File: src/rtl/wsm_pkg.sv
// ----------------------------------------------------------------------------
// wsm_pkg: shared definitions for the 3x3 weighted smoothing filter
// Widths, register indexes, kernel weights and the reciprocal used for the
// divide by 17, plus the types passed between the top level and the lanes.
// ----------------------------------------------------------------------------
package wsm_pkg;

    // Image geometry and line store size.
    localparam int MAX_WIDTH = 1024;
    localparam int COL_W     = $clog2(MAX_WIDTH);
    localparam int ROW_W     = 12;

    // Configuration register file.
    localparam int FW_W      = 11;
    localparam int FH_W      = 12;
    localparam int CFG_DW    = 12;
    localparam int CFG_AW    = 1;
    localparam logic [CFG_AW-1:0] REG_FRAME_WIDTH  = 1'd0;
    localparam logic [CFG_AW-1:0] REG_FRAME_HEIGHT = 1'd1;
    localparam logic [FW_W-1:0]   FRAME_WIDTH_RST  = 11'd410;
    localparam logic [FH_W-1:0]   FRAME_HEIGHT_RST = 12'd716;
    localparam int MIN_DIM   = 3;

    // Pixel layout: blue in the low byte, then green, then red.
    localparam int CH_W      = 8;
    localparam int NUM_CH    = 3;
    localparam int PIX_W     = CH_W * NUM_CH;

    // Kernel: nine taps, weights 1 2 1 / 2 5 2 / 1 2 1 (sum 17).
    localparam int TAPS      = 9;
    localparam int WGT_W     = 3;
    localparam logic [TAPS-1:0][WGT_W-1:0] KERNEL = {
        3'd1, 3'd2, 3'd1,
        3'd2, 3'd5, 3'd2,
        3'd1, 3'd2, 3'd1
    };

    // Weighted sum is at most 17 * 255 = 4335, which fits in 13 bits.
    localparam int SUM_W       = 13;
    // floor(s / 17) == (s * 7711) >> 17 for every s below 8192.
    localparam int RECIP_W     = 13;
    localparam logic [RECIP_W-1:0] RECIP_17 = 13'd7711;
    localparam int RECIP_SHIFT = 17;
    localparam int PROD_W      = SUM_W + RECIP_W;

    typedef logic [TAPS-1:0][CH_W-1:0] taps_t;

    // Load strobes for the two register stages of a lane.
    typedef struct packed {
        logic load_sum;
        logic load_quot;
    } lane_ctrl_t;

endpackage

File: src/rtl/wsm_lane.sv
// ----------------------------------------------------------------------------
// wsm_lane: one color channel of the smoothing filter
// Forms the weighted sum of the nine window taps, then divides it by 17
// through a reciprocal multiply. Two register stages.
// ----------------------------------------------------------------------------
module wsm_lane (
    input  logic                      aclk,
    input  wsm_pkg::lane_ctrl_t       ctrl,
    input  wsm_pkg::taps_t            taps,
    output logic [wsm_pkg::CH_W-1:0]  chan_out
);
    import wsm_pkg::*;

    logic [SUM_W-1:0]  sum_reg;
    logic [SUM_W-1:0]  sum_next;
    logic [PROD_W-1:0] prod;
    logic [CH_W-1:0]   quot_reg;
    logic [CH_W-1:0]   quot_next;

    // Weighted sum of the nine taps; the weights are small constants.
    always_comb begin
        sum_next = '0;
        for (int t = 0; t < TAPS; t++) begin
            sum_next = sum_next + SUM_W'(taps[t]) * SUM_W'(KERNEL[t]);
        end
    end

    always_ff @(posedge aclk) begin
        if (ctrl.load_sum) begin
            sum_reg <= sum_next;
        end
    end

    // Divide by 17 with truncation: multiply by the reciprocal and shift.
    assign prod      = PROD_W'(sum_reg) * PROD_W'(RECIP_17);
    assign quot_next = prod[RECIP_SHIFT +: CH_W];

    always_ff @(posedge aclk) begin
        if (ctrl.load_quot) begin
            quot_reg <= quot_next;
        end
    end

    assign chan_out = quot_reg;

endmodule

File: config.mk
export PLATFORM = sky130hd
export DESIGN_NAME = wsm_lane
export DESIGN_NICKNAME = d
export VERILOG_FILES = /design/src/rtl/wsm_pkg.sv /design/src/rtl/wsm_lane.sv
export SDC_FILE = /design/constraint.sdc
export NUM_CORES = 1
export LEC_CHECK = 0
export BUFFER_PORTS_ARGS = -buffer_cell sky130_fd_sc_hd__clkbuf_2
export CAP_MARGIN = 20
export CORE_MARGIN = 3
export CORE_UTILIZATION = 45
export CTS_CLUSTER_SIZE = 12
export DETAILED_ROUTE_END_ITERATION = 8
export PLACE_DENSITY = 0.74
export SYNTH_ARGS = -nofsm -noshare
export SYNTH_HDL_FRONTEND = slang
export SYNTH_SLANG_ARGS = --single-unit
export TNS_END_PERCENT = 30
File: constraint.sdc
create_clock -name aclk -period 11.8 [get_ports aclk]
set_input_delay 0.59 -clock aclk [delete_from_list [all_inputs] [get_ports aclk]]
set_output_delay 0.59 -clock aclk [all_outputs]
set_load 0.005 [all_outputs]
==> impl_metrics.csv <==
group,metric,value,unit
setup_path,startpoint_type,"flip-flop",
clock_tree,clk_pin_slew,0.06,ns
clock_tree,htree_levels,1,
clock_tree,clk_path_buf_depth,2,
global_route,grt_start_max_net_pins,14,
floorplanning,start_util,46.6,%
global_route,grt_util_all_layers,14.8,%
worst_hold_path,hold_path.startpoint,"taps[64]",
global_route,antenna_found_initial,0,
setup_path,crit_slowest_cell,"fa_1",
job,drv_cap,0,
setup_path,crit_chain,"inv_1 > fa_1 > fa_1 > inv_1 > fa_1 > inv_1 > fa_1 > fa_1 > inv_1 > ha_1 > a2111oi_2 > o21ai_1 > o21a_1 > a31o_4 > o311a_1 > or2_1 > xor2_1",
cells_and_area,nets,837,
routing,dr.pass1.iters,4,
setup_path,cp.required,11.81,ns
floorplanning,die_area,12700,sq um
synthesis,yosys-mux-area-fraction,0,%
synthesis,synthArstFlopShare,0,%
clock_tree,post_cts_buffers,0,
synthesis,yosys_warnings,0,
timing,finalSetupViolations,0,
synthesis,ys_seq_elements,21,
synthesis,synthSimpleGateAreaFrac,1.91,%
placed_design,dp_cells,705,
floorplanning,io_pins,83,
clock_tree,post_cts_resized,0,
synthesis,ys.flop_type,"edfxtp_1",
clock_tree,cts.sinks,21,
synthesis,synthCells,483,
timing,fin_skew,0.00680,ns
timing,fin_crit,5.39,ns
cells_and_area,stdcell_count,709,
status,status,"finished, final reports clean",
timing,max_slew_margin,72.1,%
synthesis,synth.net_count,750,
global_route,grt_pass1_vias,3620,
synthesis,synthAdderAreaFrac,62.7,%
cells_and_area,areaGrowthSynthToFinish,13.0,%
setup_path,critPathMaxStageDelay,0.55,ns
routing,routed-via-count,3367,
routing,totalWireLength,8880,um
setup_path,crit_arrival,5.40,ns
setup_path,timing.critical_path.mode_cell,"fa_1",
clock_tree,cts_tree,"done",
synthesis,synth_xor_xnor_area_share,2.56,%
synthesis,synth_seq_area_share,12.3,%
cells_and_area,drive_above_1_share,16.2,%
worst_hold_path,hold-path-cell-count,2,
cells_and_area,antennaDiodeCount,0,
setup_path,reg2reg_from,"sum_reg[5]",
timing,slew_violations,0,
placed_design,gp_congestion,0.915,
clock_tree,clock_latency,0.26,ns
floorplanning,fp.dieH,113,um
setup_path,crit_start,"sum_reg[5]",
global_route,grt_pass1_wl,15500,um
synthesis,synth_compound_area_share,6.72,%
clock_tree,cts_buffers,3,
cells_and_area,largest_register_ffs,13,
placed_design,place.port_buffers,82,
setup_path,reg2reg_depth,17,
timing,worstMarginPinSlew,0.408,ns
synthesis,synth_area,5120,sq um
setup_path,path_class,"reg2reg",
worst_hold_path,hold_path.class,"in2reg",
timing,timing.setup.tns,0,ns
clock_tree,root_buffer,"clkbuf_16",
routing,drc,0,
setup_path,critPathCaptureType,"flip-flop",
floorplanning,fp.dieW,113,um
routing,ant_nets,0,
global_route,grt_overflow_total,0,
clock_tree,postCtsHoldBufs,0,
synthesis,synth-edff-count,21,
synthesis,synthDistinctLibCells,35,
timing,hold_viol_final,0,
routing,first_iter_violations,63,
routing,vias_per_cell,4.75,
timing,grt_setup_unrepaired,"no",
floorplanning,core,11000,sq um
timing,final.period_utilization,45.7,%
setup_path,crit_fanout,5,
floorplanning,row_count,38,
routing,avgRoutedWirePerCell,12.5,um
timing,fmax,185,MHz
placed_design,hpwl,8500,um
synthesis,avgSynthCellArea,10.6,sq um
synthesis,synth_top_family_by_area,"adder cells",
==> final cells by class <==
class                   count  area (sq um)
well taps                 140           175
repair buffers             82           410
clock buffers               3          75.1
flip-flops and latches     21           631
clock inverters             1          5.00
fillers                   956          5190
multi-input cells         274          3790
inverters                 188           706
==> metrics by stage <==
step,setup WS [ns],instance area (sq um),utilization [%],hold WS (ns)
finish,6.41,5790,52.7,0.655
CTS,6.38,5790,52.7,0.660
global route,6.12,5790,52.7,0.659
global placement,6.52,5710,52.0,0.911
detailed placement,6.40,5710,52.0,0.922
floorplan,6.66,5120,-,0.702
==> cells in the mapped netlist, types with 3 or more instances <==
library cell	n	area share [%]
a21oi_1	13	1.3
a21o_1	6	0.88
edfxtp_1	21	12
xnor2_1	9	1.5
ha_1	84	21
o21a_1	4	0.59
nand2_1	7	0.51
xor2_1	6	1.0
inv_1	188	14
nor2_1	3	0.22
o21ai_0	7	0.68
fa_1	108	42
==> routing by layer <==
metal	wire length, um	GRT usage, %
met3	192	0.749
met1	3840	20.0
met2	4770	26.9
met5	0	0
met4	71	2.64
==> worst paths after layout <==
kind	slack [ns]	end
worst min register to register	1.43	chan_out[1]
worst max-delay path	6.41	chan_out[4]
worst min-delay path	0.66	sum_reg[0]
worst max register to register	6.41	chan_out[4]
==> layout by cell type (no fill, tap or decap), types with 2 or more instances in the layout <==
cell and n:
nand4_1 2, o21a_1 4, clkbuf_16 3, o21bai_1 2, a21o_1 6, nand3_1 2, nor2_1 3, ha_1 84
xor2_1 6, inv_1 188, o21ai_0 7, nor3_1 2, xnor2_1 9, clkbuf_2 82, nand2_1 7, edfxtp_1 21
a21oi_1 13, fa_1 108
==> worst max-delay path: cells and delay by family (launching register included) <==
family	cells	cell delay (ns)
buf+inv	4	0.33
simple gates	1	0.22
flops	1	0.50
xor+xnor	1	0.14
fa+ha+maj	6	2.89
compound gates	5	1.08
==> cells by family (layout without fill, tap and decap cells) <==
group / count (synthesis) / in the layout
AO/OA/AOI/OAI: 47 / 47
XOR/XNOR: 15 / 15
adder cells (fa/ha/maj): 192 / 192
buffers and inverters: 188 / 274
flip-flops: 21 / 21
AND/OR/NAND/NOR: 20 / 20
Power is not shown: default switching activity piles up to over one toggle a cycle in this logic, so the estimate is an artifact.
